--- src/rtl/png_su_pkg.sv ---
// Shared constants, queue item type and predictor function for the scanline unfilter.
`default_nettype none

package png_su_pkg;

  localparam int MAX_WIDTH_DEF = 4096;
  localparam int BPP_MAX       = 3;
  localparam int QUEUE_DEPTH   = 4;

  localparam logic [2:0] FILT_NONE  = 3'd0;
  localparam logic [2:0] FILT_SUB   = 3'd1;
  localparam logic [2:0] FILT_UP    = 3'd2;
  localparam logic [2:0] FILT_AVG   = 3'd3;
  localparam logic [2:0] FILT_PAETH = 3'd4;

  localparam logic REG_IMAGE_WIDTH = 1'b0;
  localparam logic REG_COLOR_MODE  = 1'b1;

  typedef struct packed {
    logic [7:0] data;
    logic [2:0] filter;
    logic       last;
    logic       first_row;
    logic       rgb;
    logic       bad;
  } item_t;

  function automatic logic [7:0] paeth(input logic [7:0] a, input logic [7:0] b,
                                       input logic [7:0] c);
    logic signed [10:0] pa;
    logic signed [10:0] pb;
    logic signed [10:0] pc;
    logic [7:0]         pick;
    begin
      pa = $signed({3'b0, b}) - $signed({3'b0, c});
      pb = $signed({3'b0, a}) - $signed({3'b0, c});
      pc = pa + pb;
      if (pa < 0) pa = -pa;
      if (pb < 0) pb = -pb;
      if (pc < 0) pc = -pc;
      if (pa <= pb && pa <= pc) pick = a;
      else if (pb <= pc) pick = b;
      else pick = c;
      paeth = pick;
    end
  endfunction

endpackage

`default_nettype wire

--- src/rtl/png_su_fifo.sv ---
// Short register queue between the classifying front and the reconstruction back.
`default_nettype none

module png_su_fifo
  import png_su_pkg::*;
#(
  parameter int W     = 8,
  parameter int DEPTH = QUEUE_DEPTH
) (
  input  wire logic         clk,
  input  wire logic         rst,
  input  wire logic         push,
  input  wire logic [W-1:0] push_data,
  input  wire logic         pop,
  output logic              full,
  output logic              head_valid,
  output logic [W-1:0]      head_data
);

  localparam int PW = (DEPTH > 1) ? $clog2(DEPTH) : 1;
  localparam int NW = $clog2(DEPTH + 1);

  logic [W-1:0]  slots [DEPTH];
  logic [PW-1:0] wr_ptr;
  logic [PW-1:0] rd_ptr;
  logic [NW-1:0] count;
  logic          do_push;
  logic          do_pop;

  assign full       = (count == NW'(DEPTH));
  assign head_valid = (count != '0);
  assign head_data  = slots[rd_ptr];
  assign do_push    = push && !full;
  assign do_pop     = pop && head_valid;

  always_ff @(posedge clk) begin
    if (do_push) begin
      slots[wr_ptr] <= push_data;
    end
  end

  always_ff @(posedge clk) begin
    if (rst) begin
      wr_ptr <= '0;
      rd_ptr <= '0;
      count  <= '0;
    end else begin
      if (do_push) begin
        wr_ptr <= (wr_ptr == PW'(DEPTH - 1)) ? '0 : wr_ptr + 1'b1;
      end
      if (do_pop) begin
        rd_ptr <= (rd_ptr == PW'(DEPTH - 1)) ? '0 : rd_ptr + 1'b1;
      end
      case ({do_push, do_pop})
        2'b10:   count <= count + 1'b1;
        2'b01:   count <= count - 1'b1;
        default: count <= count;
      endcase
    end
  end

endmodule

`default_nettype wire

--- config.mk ---
export PLATFORM = sky130hd
export DESIGN_NAME = png_su_fifo
export DESIGN_NICKNAME = d
export VERILOG_FILES = /design/src/rtl/png_su_pkg.sv /design/src/rtl/png_su_fifo.sv
export SDC_FILE = /design/constraint.sdc
export NUM_CORES = 1
export LEC_CHECK = 0
export BUFFER_PORTS_ARGS = -buffer_cell sky130_fd_sc_hd__buf_2
export CAP_MARGIN = 30
export CORE_UTILIZATION = 55
export CTS_BUF_LIST = sky130_fd_sc_hd__clkbuf_4 sky130_fd_sc_hd__clkbuf_8 sky130_fd_sc_hd__clkbuf_16
export DETAILED_ROUTE_END_ITERATION = 8
export PLACE_DENSITY = 0.85
export SLEW_MARGIN = 20
export SYNTH_ARGS = -nofsm -noshare
export SYNTH_HDL_FRONTEND = slang
export SYNTH_SLANG_ARGS = --single-unit
--- constraint.sdc ---
create_clock -name clk -period 3 [get_ports clk]
set_input_delay 0 -clock clk [delete_from_list [all_inputs] [get_ports clk]]
set_output_delay 0 -clock clk [all_outputs]
set_load 0.005 [all_outputs]
* After elaboration in Yosys (flattened, before gate mapping)
Memory sizes are Yosys's and may differ from the RTL's. A register that Yosys moved wholly into a read port is not among the register bits. Index checks and enable logic that the tools add are counted.
Word-level totals: register bits after elaboration 7, memories kept 1, logic and storage cells 25, bits of input ports 12, memory bits (writable) 32
Cells by class: equal/unequal tests 5, reductions and logical operators 5, muxes and demuxes 7, add/subtract/negate cells 4
Memories:
- slots | depth 4, bits a word 8, rd ports 1, clocked after memory_dff 1, write ports 1, RTL line png_su_fifo.sv:23 | logic [W-1:0] slots [DEPTH];
Operator list (number):
- two-way mux 2 bit | 4
- equality test 2 bit, second input constant | 3
- one-hot mux 3 bit (2 select lines) | 1
- adder 2 x 1 -> 2 bit, second input constant | 2
- adder 3 x 1 -> 3 bit, second input constant | 1
- equality test 3 bit, second input constant | 1
- nonzero test 3 bit | 1
- subtractor 3 x 1 -> 3 bit, second input constant | 1
- equality test 2 x 1 -> 1 bit, second input constant | 1
- logical AND 1 bit | 2
- two-way mux 1 bit | 2
- nonzero test 2 bit | 1
- logical NOT 1 bit | 1

* Depth between registers and ports, before layout
depth in word-level cells 5, depth in mapped cells 10, mapped depth without buffers 9

* Worst setup path after synthesis
No wires, ideal clock.
kind register -> register, from reg count[2], to reg count[2], arrival 2271 ps, path buffers 1, path slack 659 ps, setup time 70 ps, period minus slack after synthesis 2341 ps, cell stages (with the launch flop) 11, cells stage by stage dfxtp_1 > or3b_1 > buf_6 > and2_4 > inv_1 > ha_1 > inv_1 > fa_1 > xor2_1 > or3_2 > a21oi_1
On the way: word-level cells in the longest chain between the ends 5, elaborated cells between the ends (all ways) 11, those cells by class add/sub: 2; eq/ne: 3; mux: 1; reduce/logical: 5
Ends and longest elaborated chain:
- start, declared | RTL line png_su_fifo.sv:26 | logic [NW-1:0] count;
- start signal, assigned | RTL line png_su_fifo.sv:55 | 2'b10: count <= count + 1'b1;
- start signal, assigned | RTL line png_su_fifo.sv:56 | 2'b01: count <= count - 1'b1;
- start signal, assigned | RTL line png_su_fifo.sv:57 | default: count <= count;
- equality test 3 bit | RTL line png_su_fifo.sv:30 | assign full = (count == NW'(DEPTH));
- logical NOT 1 bit | RTL line png_su_fifo.sv:33 | assign do_push = push && !full;
- logical AND 1 bit | RTL line png_su_fifo.sv:33
- equality test 2 x 1 -> 1 bit or equality test 2 bit (tied branches) | RTL line png_su_fifo.sv:54 | case ({do_push, do_pop})
- one-hot mux 3 bit (2 select lines) or nonzero test 2 bit (tied branches)
Parallel ways exist; a longest one is shown, timed or not. A chain may end at the register's enable or synchronous reset.

* Final worst setup path
Same ends and word-level chain as after synthesis.

==> summary.txt <==
STA
  – Clock Skew: 0.01277 ns
  – Fin crit period: 2.545 ns
  – Tightest Pin Transition: approximately 0.54 ns
  – Fin Setup TNS: 0 ns
  – Hold Fails Final Rpt: 0
  – FMAX: 392.9 MHz
  – Slew headroom: ~64%
  – Pins over their slew limit: 0
  – Final setup viols: 0
  – Final setup margin: about 0.45 ns
  – Final cycle utilization of the critical path: 84.85%
  – Unrepaired setup endpoints after global routing: false

Route
  – Post-Route WL: 2429 um
  – Drt wl/cell: 14.99 um
  – First-pass DRT Iterations: 6
  – Vias: a little under 900
  – DRC viols: 4
  – Final ANT Viol Nets: 0
  – DRT iter0 DRCs: 22
  – Vias/cell: 5.420

Global routing
  – Initial antenna violation count: 0
  – Vias in the first global route: 904
  – Pin count of the biggest net entering global routing: 13
  – Tot GR Track Use: 18.04%
  – First-pass GRT wire length: 4140 um
  – GRT overflow: 0

Layout
  – Syn-to-layout area delta: 16.68%
  – Multi-input logic area: about 460 um2
  – Sequential cell area: 1141 um2
  – Layout cells sized above 1: around 33%
  – Final #Nets: around 150
  – Commonest non-fill, non-tap cells in the layout: edfxtp_1 (32), buf_2 (21), dlygate4sd3_1 (10)
  – ANT cells: 0
  – Filler Cell Count: 197
  – Commonest non-fill, non-tap cell in the layout: edfxtp_1

Clock network
  – CTS tree: yes
  – Htree depth: 2
  – Clock latency on the worst-skew pair: about 0.34 ns
  – Total CTS buffers: 5
  – # clock sinks: 41
  – Reg clk slew, reported paths: 0.12 ns
  – Clock root buffer: clkbuf_4
  – Clock buffer depth: 2

Critical path
  – Critical-path maximum fanout: 9
  – CP endpoint kind: flop
  – Worst endpoint required time: 3.28 ns
  – Startpoint types: flop
  – Crit Path Category: flop to flop
  – CP arrival: around 2.8 ns

Outcome
  – Failing checks: DRC
  – Outcome: complete, but fails checks

Synth
  – Mapped Cells: 96
  – Sequential share of the synthesized area: 69.14%
  – Syn Area/Cell: 17.19 um2
  – Unique masters post-synth: 27
  – Netlist Area Pre-Place: between 1500 and 2000 um2
  – EDFF count, synth: 32
  – Main synth FF type: edfxtp_1
  – Post-synth ARST share: 0%
  – Net Count, Synth: 115
  – #FFs+latches synth: 41
  – Yosys Warn Count: 0

Die
  – Die H: 56.78 um
  – Starting density of the core: 58.83%
  – I/O pin count: 22
  – Total die area: 3223 um2
  – Die X-Extent: 56.78 um
  – # rows: 19
  – Core footprint: 2805 um2

Placement
  – Routability congestion estimate: 0.7685
  – Count of input and output buffers: 21
  – Dpl ws: 0.5308 ns
  – Dpl hpwl: 1637 um

Power and ir drop
  – LEAKAGE: 0.7382 nW
  – Peak VDD IR: between 400 and 500 uV
  – Pwr dens: 710.1 nW/um2
  – Overall Power: 1.367 mW

Job
  – MaxCap Viol Count: 0

Worst hold path
  – Hold crit path type: primary input to flop
-- power by group --
| part | switching [mW] | internal, mW | total (mW) |
|---|---|---|---|
| Sequential | 0.0646 | 0.690 | 0.754 |
| Clock | 0.166 | 0.0984 | 0.264 |
| Combinational | 0.155 | 0.194 | 0.349 |
| Total | 0.385 | 0.982 | 1.37 |
-- logic make-up after synthesis --
kind of cell	Yosys count	share of synthesized area (%)
AO/OA/AOI/OAI	8	3.184
adder cells (fa/ha/maj)	7	5.762
flip-flops	41	69.14
multiplexers	9	11.52
AND/OR/NAND/NOR	17	6.064
buffers and inverters	12	3.259
XOR/XNOR	2	1.062
-- flip-flops by register name, indices dropped and copies added (netlist names), named ones only --
register  cells
count         3
slots        32
wr_ptr        2
rd_ptr        2
-- metal layers --
layer  vias to the layer above  part of all wire [%]  GRT usage [%]
met2                        25                    50          28.91
met3                         4                   5.1          7.834
met5                         -                     0              0
met1                       421                    44          22.42
met4                         0                   1.2          5.226
li1                        428                     -              -
-- metrics by stage --
stage	hold slack (ns)	cell area, um2	instances	utilization [%]
after floorplan	0.09887	1650	96	-
after global placement	0.2099	1770	144	63.11
after detailed placement	0.2179	1770	144	63.11
after CTS	0.03635	1926	162	68.64
after global routing	0.03225	1926	162	68.64
final	0.03838	1926	162	68.64
-- path summary, 6_finish.rpt --
check                         startpoint               endpoint  slack, ns  depth (start not counted)
hold reg to reg   rd_ptr[0]$_SDFFE_PP0P_                   flop       0.51                          2
setup reg to reg   count[2]$_SDFFE_PP0P_  count[2]$_SDFFE_PP0P_       0.45                          9
setup / recovery   count[2]$_SDFFE_PP0P_  count[2]$_SDFFE_PP0P_       0.45                          9
hold / removal                       pop                   flop       0.04                          4
-- worst max-delay path, stage by stage (launching register included) --
cell,delay (ns)
dfxtp_1,0.40
or3b_1,0.49
and2_4,0.22
inv_1,0.05
ha_1,0.17
inv_1,0.06
fa_1,0.37
xor2_1,0.16
or3_2,0.40
a21oi_1,0.16
-- timing repair --
action	4_1_cts	5_1_grt
gates resized for setup	0	0
hold buffers	10	0
endpoints found under the hold margin	41	0
buffers inserted	0	0
-- cell usage after synthesis, types with 2 or more instances --
master / count / area share [%]
edfxtp_1: 32 / 58
dfxtp_1: 9 / 11
inv_1: 8 / 1.8
mux4_2: 8 / 11
ha_1: 6 / 4.5
a21oi_1: 4 / 1.2
nor2_1: 4 / 0.91
and3_1: 2 / 0.76
and3_2: 2 / 0.91
nand3_1: 2 / 0.61
or3_2: 2 / 0.91
xor2_1: 2 / 1.1
-- layout make-up --
class | count | area share, %
well taps | 31 | 2.014
clock buffers | 6 | 2.339
repair buffers | 31 | 10.66
inverters | 8 | 1.559
clock inverters | 2 | 0.5198
multi-input cells | 43 | 23.65
flip-flops and latches | 41 | 59.26
(Power assumes the default switching activity.)
