### config.mk
export PLATFORM = sky130hd
export DESIGN_NAME = png_su_front
export DESIGN_NICKNAME = d
export VERILOG_FILES = /design/src/rtl/png_su_pkg.sv /design/src/rtl/png_su_front.sv
export SDC_FILE = /design/constraint.sdc
export NUM_CORES = 1
export LEC_CHECK = 0
export ABC_AREA = 1
export BUFFER_PORTS_ARGS = -buffer_cell sky130_fd_sc_hd__buf_2
export CAP_MARGIN = 20
export CORE_ASPECT_RATIO = 1.2
export CORE_MARGIN = 2
export CORE_UTILIZATION = 45
export DETAILED_ROUTE_END_ITERATION = 8
export PLACE_DENSITY = 0.7
export SYNTH_ARGS = -nofsm -noshare
export SYNTH_HDL_FRONTEND = slang
export SYNTH_SLANG_ARGS = --single-unit
### constraint.sdc
create_clock -name clk -period 3.4 [get_ports clk]
set_clock_uncertainty 0.15 [all_clocks]
set_input_delay 0.17 -clock clk [delete_from_list [all_inputs] [get_ports clk]]
set_output_delay 0.17 -clock clk [all_outputs]
set_load 0.01 [all_outputs]
### src/rtl/png_su_pkg.sv
// Shared constants, queue item type and predictor function for the scanline unfilter.
`default_nettype none

package png_su_pkg;

  localparam int MAX_WIDTH_DEF = 4096;
  localparam int BPP_MAX       = 3;
  localparam int QUEUE_DEPTH   = 4;

  localparam logic [2:0] FILT_NONE  = 3'd0;
  localparam logic [2:0] FILT_SUB   = 3'd1;
  localparam logic [2:0] FILT_UP    = 3'd2;
  localparam logic [2:0] FILT_AVG   = 3'd3;
  localparam logic [2:0] FILT_PAETH = 3'd4;

  localparam logic REG_IMAGE_WIDTH = 1'b0;
  localparam logic REG_COLOR_MODE  = 1'b1;

  typedef struct packed {
    logic [7:0] data;
    logic [2:0] filter;
    logic       last;
    logic       first_row;
    logic       rgb;
    logic       bad;
  } item_t;

  function automatic logic [7:0] paeth(input logic [7:0] a, input logic [7:0] b,
                                       input logic [7:0] c);
    logic signed [10:0] pa;
    logic signed [10:0] pb;
    logic signed [10:0] pc;
    logic [7:0]         pick;
    begin
      pa = $signed({3'b0, b}) - $signed({3'b0, c});
      pb = $signed({3'b0, a}) - $signed({3'b0, c});
      pc = pa + pb;
      if (pa < 0) pa = -pa;
      if (pb < 0) pb = -pb;
      if (pc < 0) pc = -pc;
      if (pa <= pb && pa <= pc) pick = a;
      else if (pb <= pc) pick = b;
      else pick = c;
      paeth = pick;
    end
  endfunction

endpackage

`default_nettype wire

### src/rtl/png_su_front.sv
// Front end: takes bytes, tracks row framing and filter codes, queues sample work.
`default_nettype none

module png_su_front
  import png_su_pkg::*;
#(
  parameter int MAX_WIDTH = MAX_WIDTH_DEF,
  localparam int CW       = $clog2(MAX_WIDTH * BPP_MAX)
) (
  input  wire logic        clk,
  input  wire logic        rst,
  input  wire logic        data_valid,
  output logic             data_stall,
  input  wire logic [7:0]  data_byte,
  input  wire logic        frame_start,
  input  wire logic [12:0] image_width,
  input  wire logic        color_mode,
  input  wire logic        queue_full,
  output logic             push,
  output item_t            push_item,
  output logic [CW-1:0]    push_col
);

  logic          halted;
  logic          halted_next;
  logic          await_filter;
  logic          await_filter_next;
  logic          first_row;
  logic          first_row_next;
  logic [2:0]    row_filter;
  logic [2:0]    row_filter_next;
  logic [CW-1:0] column;
  logic [CW-1:0] column_next;

  logic          accept;
  logic          eff_halt;
  logic          eff_await;
  logic          eff_first;
  logic [31:0]   width32;
  logic [31:0]   row_bytes;
  logic [31:0]   col_plus;
  logic          last;

  assign data_stall = queue_full;
  assign accept     = data_valid && !queue_full;
  assign push_col   = column;

  // a frame start restarts the row state before the byte is looked at
  assign eff_halt  = frame_start ? 1'b0 : halted;
  assign eff_await = frame_start ? 1'b1 : await_filter;
  assign eff_first = frame_start ? 1'b1 : first_row;

  always_comb begin
    width32 = {19'b0, image_width};
    if (width32 == 32'd0) begin
      width32 = 32'd1;
    end else if (width32 > 32'(MAX_WIDTH)) begin
      width32 = 32'(MAX_WIDTH);
    end
    row_bytes = color_mode ? (width32 + (width32 << 1)) : width32;
    col_plus  = 32'(column) + 32'd1;
    last      = (col_plus >= row_bytes);
  end

  always_comb begin
    halted_next       = halted;
    await_filter_next = await_filter;
    first_row_next    = first_row;
    row_filter_next   = row_filter;
    column_next       = column;
    push              = 1'b0;
    push_item         = '0;
    if (accept) begin
      halted_next       = eff_halt;
      await_filter_next = eff_await;
      first_row_next    = eff_first;
      if (frame_start) begin
        column_next = '0;
      end
      if (!eff_halt) begin
        if (eff_await) begin
          if (data_byte > {5'b0, FILT_PAETH}) begin
            halted_next   = 1'b1;
            push          = 1'b1;
            push_item.bad = 1'b1;
          end else begin
            row_filter_next   = data_byte[2:0];
            await_filter_next = 1'b0;
            column_next       = '0;
          end
        end else begin
          push                = 1'b1;
          push_item.data      = data_byte;
          push_item.filter    = row_filter;
          push_item.last      = last;
          push_item.first_row = first_row;
          push_item.rgb       = color_mode;
          if (last) begin
            await_filter_next = 1'b1;
            first_row_next    = 1'b0;
            column_next       = '0;
          end else begin
            column_next = col_plus[CW-1:0];
          end
        end
      end
    end
  end

  always_ff @(posedge clk) begin
    if (rst) begin
      halted       <= 1'b0;
      await_filter <= 1'b1;
      first_row    <= 1'b1;
      row_filter   <= FILT_NONE;
      column       <= '0;
    end else begin
      halted       <= halted_next;
      await_filter <= await_filter_next;
      first_row    <= first_row_next;
      row_filter   <= row_filter_next;
      column       <= column_next;
    end
  end

endmodule

`default_nettype wire

# Word level (Yosys, flattened, before mapping)
# Cells that the tools add are included.
# word_totals
reg_bits	20
latch_bits	0
ram_bits	0
mem_bits_ro	0
input_bits	27
out_inout_bits	31
n_memories	0
# classes
add_sub_neg	2
n_mul	0
n_div	0
order_cmp	3
eq_ne	0
shift	0
n_mux	26
n_bitwise	2
reduce_logical	4
# ops
operator	n
$mux 14	6
$mux 32	2
$add 32x32->32	1
$ge 15x32->1	1
$mux 15	2
$add 14x1->15 const B	1
$mux 1	15
$gt 13x13->1 const B	1
$logic_not 13->1	1
$mux 13	1
$gt 8x3->1 const B	1
$reduce_and 4->1	1
$not 1->1	2
$logic_and 1x1->1	1
$logic_not 1->1	1

# Depth between registers and ports, before layout
# Gate-level depths: netlist of the first run.
# logic_depth
word_depth	9
depth_mapped	28
ltp_nobuf	26

# Least setup slack after synthesis of the first run
# Ideal clock, no wire load.
# synth_path
kind	input -> output
start	input port image_width[6]
end	output port push_item[3] in the netlist's numbering
arrival_time_ns	3.204
required_time_ns	3.080
slack_ns	-0.124
path_stages	24
n_path_buf	2
cell_sequence	nor2_1 -> nand2_1 -> nor2_2 -> nand2_2 -> nand2_4 -> buf_12 -> nand2_1 -> inv_1 -> nand2_1 -> fa_1 -> o21bai_2 -> nand2_1 -> nand2_1 -> nand2_1 -> nand3_1 -> nand2_1 -> ha_1 -> nand2_1 -> nor4b_1 -> nand3_1 -> nand3_1 -> clkbuf_1 -> nand2_1 -> inv_1
# synth_lines
element	line	rtl
from (decl)	png_su_front.sv:16	input wire logic [12:0] image_width,
to (decl)	png_su_front.sv:20	output item_t push_item,

==> results of run 1 <==
-- what timing repair did --
item	in CTS	in global routing
setup endpoints to repair	3	15
hold buffers	0	0
pin swaps	11	44
gates resized for setup	18	80
setup buffers	2	3
cloned	0	1
-- Yosys cell counts, drive strengths merged (5+ instances only) --
cell type  instances
nand3             25
nand4              6
inv               67
a21oi             29
o21ai             38
xor2              10
ha                19
clkbuf             5
nand3b             8
nor2              73
dfxtp             20
nor3               5
nand2             99
-- per-stage QoR --
step	setup TNS, ps	worst slack [ps]	power (mW)	cell area (um^2)	hold slack (ps)
after global routing	-1350	-175	0.805	3600	91.8
after detailed placement	-4000	-314	0.504	3100	294
after floorplan	0	45.2	0.405	2470	134
final	0	30.8	0.760	3600	74.6
after CTS	0	1.26	0.699	3240	80.1
after global placement	-2720	-238	0.499	3100	293
-- sequential cells by signal (all words and copies together), names as in the netlist --
register,flops
row_filter,3
push_col,14
await_filter,1
first_row,1
halted,1
-- logic make-up after synthesis --
logic type / Yosys count / synth area share
buf+inv: 76 / 0.128
xor+xnor: 12 / 0.0427
simple gates: 219 / 0.387
compound gates: 79 / 0.176
fa+ha+maj: 20 / 0.105
flops: 20 / 0.163
-- worst min-delay path, stage by stage --
cell,delay (ps)
buf_2,100
o21ai_0,80
a21oi_1,110
-- path summary, 6_finish.rpt --
path / depth (start not counted) / start / end / slack (ps)
worst max-delay path: 25 / image_width[6] / push_item[3] / 30
worst min-delay path: 3 / data_byte[2] / row_filter[2] / 70
worst max register to register: 16 / push_col[2] / push_col[9] / 140
worst min register to register: 2 / row_filter[2] / row_filter[2] / 310
-- cell type report --
cell class / count / area (um^2)
timing repair buffer: 105 / 734
multi-input combinational: 330 / 2090
inverter: 67 / 251
tap: 62 / 77.6
sequential: 20 / 400
fill: 459 / 1690
clock buffer: 4 / 55.1
-- power groups by stage --
stage | logic [mW] | clock network [mW] | registers, mW
final | 0.324 | 0.190 | 0.246
after global routing | 0.359 | 0.199 | 0.247
after CTS | 0.266 | 0.187 | 0.246
after detailed placement | 0.253 | 0 | 0.251
after global placement | 0.248 | 0 | 0.251
after floorplan | 0.152 | 0 | 0.252
-- routing by layer --
metal  part of all wire  wire (um)  vias up  GRT usage
li1                   -          -     1571          -
met1               0.42       3090     1389      0.256
met3              0.031        226       14     0.0143
met2               0.52       3840       68      0.411
met4              0.023        165        0     0.0961
met5                  0          0        -          0
==> impl_metrics.py, run 1 <==
metrics = {
    "run_status": {
        "outcome": "finished, final reports clean",
    },
    "clocking": {
        "cts_buffers": 3,
        "path_clk_slew_ps": 80,
        "root_buffer": "clkbuf_8",
        "cts_tree": "built",
        "clock_path_buffers": 2,
        "clkSinkCount": 20,
        "clock_latency_ps": 260,
        "cts.htree.levels": 1,
    },
    "placement": {
        "dp_cells": 578,
        "portBuffers": 57,
        "gp_congestion": 0.918,
        "place_hpwl_um": 5590,
    },
    "grt": {
        "first_global_vias": 2740,
        "grt_max_degree": 17,
        "grt_use_total": 0.221,
        "antenna_found_initial": 0,
        "grt_pass1_wl_um": 11200,
        "overflow": 0,
    },
    "timing": {
        "max_freq_mhz": 297,
        "rsz0062_at_grt": "true",
        "setup_viol": 0,
        "drv_slew": 0,
        "final.min_clock_period_ps": 3370,
        "finalCritPeriodShare": 0.991,
        "relSlewSlack": 0.579,
        "tightest_slew_ps": 629,
        "finalHoldViolCount": 0,
    },
    "layout": {
        "area_delta_synth_final_pct": 46.4,
        "final_core_util": 0.680,
        "diodes": 0,
        "layout_common_cells": "nand2_1, inv_1, nor2_1",
        "fin_nets": 574,
        "drive_gt1_frac": 0.359,
        "layout_commonest_cell": "nand2_1",
        "final_cells": 588,
    },
    "pwr": {
        "swShare": 0.356,
        "pwr-share-clk": 0.250,
        "pwr-share-seq": 0.324,
        "powerDensity_mw_per_mm2": 211,
        "leakagePower_nw": 1.86,
        "ir_drop_mv": 0.141,
        "pwr-share-comb": 0.426,
        "p_sw_mw": 0.271,
        "intPower_mw": 0.489,
    },
    "floorplan": {
        "die_h_um": 85.0,
        "start_util": 0.465,
        "rows": 29,
        "io_pins": 58,
        "die_x_um": 71.5,
        "fp.dieArea_mm2": 0.00608,
        "core_area_mm2": 0.00530,
    },
    "route": {
        "drc": 0,
        "routedWlPerCell_um": 12.5,
        "routed_wl_um": 7330,
        "via_per_inst": 5.17,
        "antenna_violating_nets_post_route": 0,
        "dr_total_vias": 3042,
        "drt_iter0_markers": 162,
        "firstDrtPassIters": 6,
    },
    "critical_path": {
        "slowest_stage": "ha_1",
        "cp_num_buf_inv": 7,
        "end_kind": "output port",
        "worstPathRequired_ps": 3080,
        "cp.arrival_ps": 3050,
        "path_max_fanout": 7,
        "crit_family": "simple AND/OR/NAND/NOR gates",
        "slowest_delay_ps": 310,
        "path_common_cell": "nand2_2",
        "path_class": "primary input to output port",
        "start_kind": "primary input",
    },
    "synthesis": {
        "synthTopCellsByArea": "dfxtp_1, nand2_1, inv_1",
        "async_reset_ff_frac": 0,
        "netlist_area_mm2": 0.00246,
        "ys_types": 35,
        "ys.flop_type": "dfxtp_1",
        "synth_edf_count": 0,
        "ys_ff_latch": 20,
        "syn_area_per_cell_um2": 5.78,
        "synthCells": 426,
        "synth_top_area_share": 0.163,
        "ys_seq_area_frac": 0.163,
        "synth.net_count": 473,
        "yosys_warnings": 0,
        "synth_top_area_cell": "dfxtp_1",
    },
    "run": {
        "maxCapViolations": 0,
    },
    "hold_path": {
        "min_path_type": "primary input to register",
    },
}
(Power assumes the default switching activity.)
==> inputs of run 2 (changes only) <==
CORE_ASPECT_RATIO = 1.5   (was 1.2)
==> impl_metrics.py, run 2 (same netlist as run 1, synthesis figures left out) <==
metrics = {
    "floorplan": {
        "start_util": 0.459,
        "io_pins": 58,
        "die_h_um": 94.6,
        "fp.dieArea_mm2": 0.00609,
        "core_area_mm2": 0.00537,
        "die_x_um": 64.4,
        "rows": 33,
    },
    "clocking": {
        "clock_latency_ps": 270,
        "clkSinkCount": 20,
        "path_clk_slew_ps": 80,
        "clock_path_buffers": 2,
        "cts_buffers": 3,
        "cts.htree.levels": 1,
        "root_buffer": "clkbuf_8",
        "cts_tree": "built",
    },
    "pwr": {
        "leakagePower_nw": 1.91,
        "total_power_mw": 0.767,
        "powerDensity_mw_per_mm2": 209,
        "ir_drop_mv": 0.118,
    },
    "route": {
        "firstDrtPassIters": 4,
        "drt_iter0_markers": 170,
        "routedWlPerCell_um": 12.4,
        "via_per_inst": 5.10,
        "routed_wl_um": 7490,
        "dr_total_vias": 3091,
        "drc": 0,
        "antenna_violating_nets_post_route": 0,
    },
    "critical_path": {
        "path_class": "primary input to output port",
        "worstPathCellList": "buf_2 > inv_1 > nand2_2 > nor2_4 > nand2_2 > nand2_4 > nand2_4 > inv_2 > nand2_2 > fa_2 > o21bai_4 > nand2_2 > nand2_2 > nand2_1 > nand3_1 > nand2_2 > ha_4 > nand2_2 > nor4b_4 > nand3_1 > nand3_2 > nand2_2 > inv_1 > buf_2",
        "slowest_stage": "fa_2",
        "path_max_fanout": 7,
        "worstPathRequired_ps": 3080,
        "slowest_delay_ps": 410,
        "end_kind": "output port",
        "start_kind": "primary input",
        "cp.arrival_ps": 3010,
        "worst_r2r_path_depth": 17,
        "path_common_cell": "nand2_2",
    },
    "timing": {
        "finalHoldViolCount": 0,
        "setup_viol": 0,
        "finalSetupTns_ps": 0,
        "rsz0062_at_grt": "true",
        "max_freq_mhz": 300,
        "relSlewSlack": 0.561,
        "setup_ws_ps": 69.8,
        "finalCritPeriodShare": 0.979,
        "drv_slew": 0,
        "fin_hold_ws_ps": 64.9,
        "tightest_slew_ps": 656,
        "final.min_clock_period_ps": 3330,
    },
    "grt": {
        "grt_max_degree": 17,
        "grt_use_total": 0.241,
        "overflow": 0,
        "grt_pass1_wl_um": 12000,
        "antenna_found_initial": 0,
        "first_global_vias": 2841,
    },
    "layout": {
        "final_core_util": 0.684,
        "layout_commonest_cell": "nand2_1",
        "layout_common_cells": "nand2_1, inv_1, buf_4",
        "fin_nets": 584,
        "largest_register_ffs": 14,
        "drive_gt1_frac": 0.388,
        "diodes": 0,
        "final_area_mm2": 0.00367,
        "final_cells": 606,
        "area_delta_synth_final_pct": 49.1,
    },
    "placement": {
        "place_hpwl_um": 5740,
        "dp_cells": 592,
        "place_area_mm2": 0.00315,
        "gp_congestion": 0.938,
        "portBuffers": 57,
        "dp_worst_setup_slack_ps": -283,
    },
    "run": {
        "maxCapViolations": 0,
    },
    "hold_path": {
        "min_path_type": "primary input to register",
        "hold_depth": 3,
    },
    "run_status": {
        "outcome": "finished, final reports clean",
    },
}
-- run 2: cell types whose count changed in the layout (fill, tap and decap cells not counted), sizes merged --
cell	change
buf	+10
-- run 2: final timing paths --
| kind | start | end | slack (ps) |
|---|---|---|---|
| worst max-delay path | image_width[8] | push_item[3] | 70 |
| worst min-delay path | data_byte[1] | row_filter[1] | 60 |
| worst max register to register | push_col[2] | push_col[8] | 160 |
| worst min register to register | row_filter[0] | row_filter[0] | 310 |
-- run 2: area by class of cell --
cell class / count / area (um^2)
clock buffers: 4 / 55.1
well taps: 70 / 87.6
repair buffers: 115 / 802
flip-flops and latches: 20 / 400
inverters: 67 / 251
fillers: 460 / 1700
multi-input cells: 330 / 2080
-- run 2: worst max-delay path, delay by kind of cell --
family                     cells  cell delay (ps)
buffers and inverters          5              420
AOI/OAI and AO/OA              1              190
adders and majority gates      2              690
and+or+nand+nor               16             1530
-- run 2: routing by layer --
layer	part of all wire	global-route usage	routed length [um]	vias up
met5	0	0	0	-
met4	0.037	0.110	274	0
met3	0.031	0.0167	231	22
met2	0.55	0.485	4090	79
met1	0.39	0.248	2890	1400
li1	-	-	-	1590
-- run 2: timing repair --
action / in CTS / in global routing
setup endpoints to repair: 6 / 17
gates cloned: 0 / 1
endpoints found under the hold margin: 0 / 0
gates resized for setup: 13 / 85
pin swaps: 9 / 50
hold buffers: 0 / 0
buffers inserted: 3 / 6
-- run 2: power breakdown --
part	internal (mW)	total (mW)	switching (mW)
registers	0.240	0.247	0.00677
clock network	0.104	0.190	0.0863
logic	0.152	0.331	0.179
total	0.495	0.767	0.272
==> inputs of run 3 (changes only) <==
==> constraint.sdc (replaced) <==
create_clock -name clk -period 3.4 [get_ports clk]
set_clock_uncertainty 0.15 [all_clocks]
set_input_delay 0.34 -clock clk [delete_from_list [all_inputs] [get_ports clk]]
set_output_delay 0.34 -clock clk [all_outputs]
set_load 0.01 [all_outputs]
==> impl_metrics.py, run 3 (same netlist as run 1, synthesis figures left out) <==
metrics = {
    "route": {
        "routedWlPerCell_um": 11.9,
        "dr_total_vias": 3088,
        "via_per_inst": 5.08,
        "antenna_violating_nets_post_route": 0,
        "drt_iter0_markers": 154,
        "drc": 0,
        "firstDrtPassIters": 4,
        "routed_wl_um": 7210,
    },
    "timing": {
        "final.min_clock_period_ps": 3680,
        "max_freq_mhz": 271,
        "finalCritPeriodShare": 1.08,
        "relSlewSlack": 0.313,
        "fin_hold_ws_ps": 240,
        "tightest_slew_ps": 1030,
        "rsz0062_at_grt": "true",
        "drv_slew": 0,
        "setup_viol": 15,
        "setup_ws_ps": -284,
        "finalHoldViolCount": 0,
    },
    "grt": {
        "first_global_vias": 2790,
        "antenna_found_initial": 0,
        "grt_pass1_wl_um": 11400,
        "grt_use_total": 0.229,
        "grt_max_degree": 15,
        "overflow": 0,
    },
    "critical_path": {
        "end_kind": "output port",
        "path_common_cell": "nand2_2",
        "start_kind": "primary input",
        "cp_num_buf_inv": 4,
        "cp.arrival_ps": 3190,
        "crit_family": "simple AND/OR/NAND/NOR gates",
        "path_class": "primary input to output port",
        "slowest_delay_ps": 420,
        "path_max_fanout": 5,
        "slowest_stage": "fa_2",
        "worstPathRequired_ps": 2910,
    },
    "pwr": {
        "powerDensity_mw_per_mm2": 201,
        "ir_drop_mv": 0.109,
        "leakagePower_nw": 1.92,
    },
    "floorplan": {
        "core_area_mm2": 0.00537,
        "start_util": 0.459,
        "io_pins": 58,
        "fp.dieArea_mm2": 0.00609,
        "die_h_um": 94.6,
        "rows": 33,
        "die_x_um": 64.4,
    },
    "layout": {
        "area_delta_synth_final_pct": 48.9,
        "diodes": 0,
        "final_area_mm2": 0.00367,
        "fin_nets": 587,
        "final_cells": 608,
        "drive_gt1_frac": 0.368,
        "layout_commonest_cell": "nand2_1",
        "largest_register_ffs": 14,
        "layout_common_cells": "nand2_1, inv_1, buf_4",
    },
    "clocking": {
        "cts_buffers": 3,
        "cts_tree": "built",
        "clkSinkCount": 20,
        "clock_latency_ps": 260,
        "root_buffer": "clkbuf_8",
        "clock_path_buffers": 2,
        "cts.htree.levels": 1,
        "postCtsHoldBufs": 0,
        "path_clk_slew_ps": 70,
    },
    "placement": {
        "gp_congestion": 0.856,
        "dp_cells": 600,
        "portBuffers": 57,
        "dp_worst_setup_slack_ps": -526,
        "place_area_mm2": 0.00323,
        "place_hpwl_um": 5600,
    },
    "run_status": {
        "violations": "setup timing",
        "outcome": "complete, but fails checks",
    },
    "hold_path": {
        "min_path_type": "primary input to register",
    },
    "run": {
        "maxCapViolations": 0,
    },
}
run 3: cell count changes in the layout (fill, tap and decap cells not counted), moves of 3 or more:
cell and change:
nand2_1 +3, nor2_4 +3, inv_2 -3, nor2_2 -5, nand2_2 -5
run 3: layout make-up:
type                       count  area, um^2
clock buffer                   3        41.3
fill                         502        1700
inverter                      67         254
multi-input combinational    331        2080
sequential                    20         400
tap                           70        87.6
timing repair buffer         117         798
run 3: stage by stage:
stage | utilization | TNS (ps) | total power [mW]
floorplan | - | -99.7 | 0.409
global placement | 0.601 | -6010 | 0.513
detailed placement | 0.601 | -6670 | 0.517
CTS | 0.640 | -2080 | 0.694
global route | 0.683 | -4980 | 0.783
finish | 0.683 | -2300 | 0.736
run 3: per-layer routing:
layer,part of all wire,global-route usage,vias to the layer above,wire length [um]
met5,0,0,-,0
met2,0.57,0.506,66,4110
met3,0.026,0.0107,15,186
met4,0.026,0.0638,0,188
li1,-,-,1601,-
met1,0.38,0.217,1406,2720
run 3: worst paths after layout:
check             cells after the start       endpoint      startpoint  slack, ps
setup reg to reg                     17    push_col[4]     push_col[0]         20
hold / removal                        3  row_filter[2]    data_byte[2]        240
hold reg to reg                       2  row_filter[2]   row_filter[2]        310
setup / recovery                     26   push_item[3]  image_width[2]       -280
run 3: where the power goes:
group	switching, mW	total, mW	internal, mW
sequential	0.00615	0.246	0.240
combinational	0.178	0.331	0.154
clock	0.0799	0.159	0.0792
run 3: repair_timing:
action / in CTS / in global routing
setup buffers: 2 / 2
setup endpoints to repair: 16 / 17
pin swaps: 24 / 36
cloned: 1 / 0
endpoints found under the hold margin: 0 / 0
gates resized for setup: 32 / 53
run 3: worst min-delay path, stage by stage:
cell	delay (ps)
buf_2	90
o21ai_0	80
a21oi_1	110
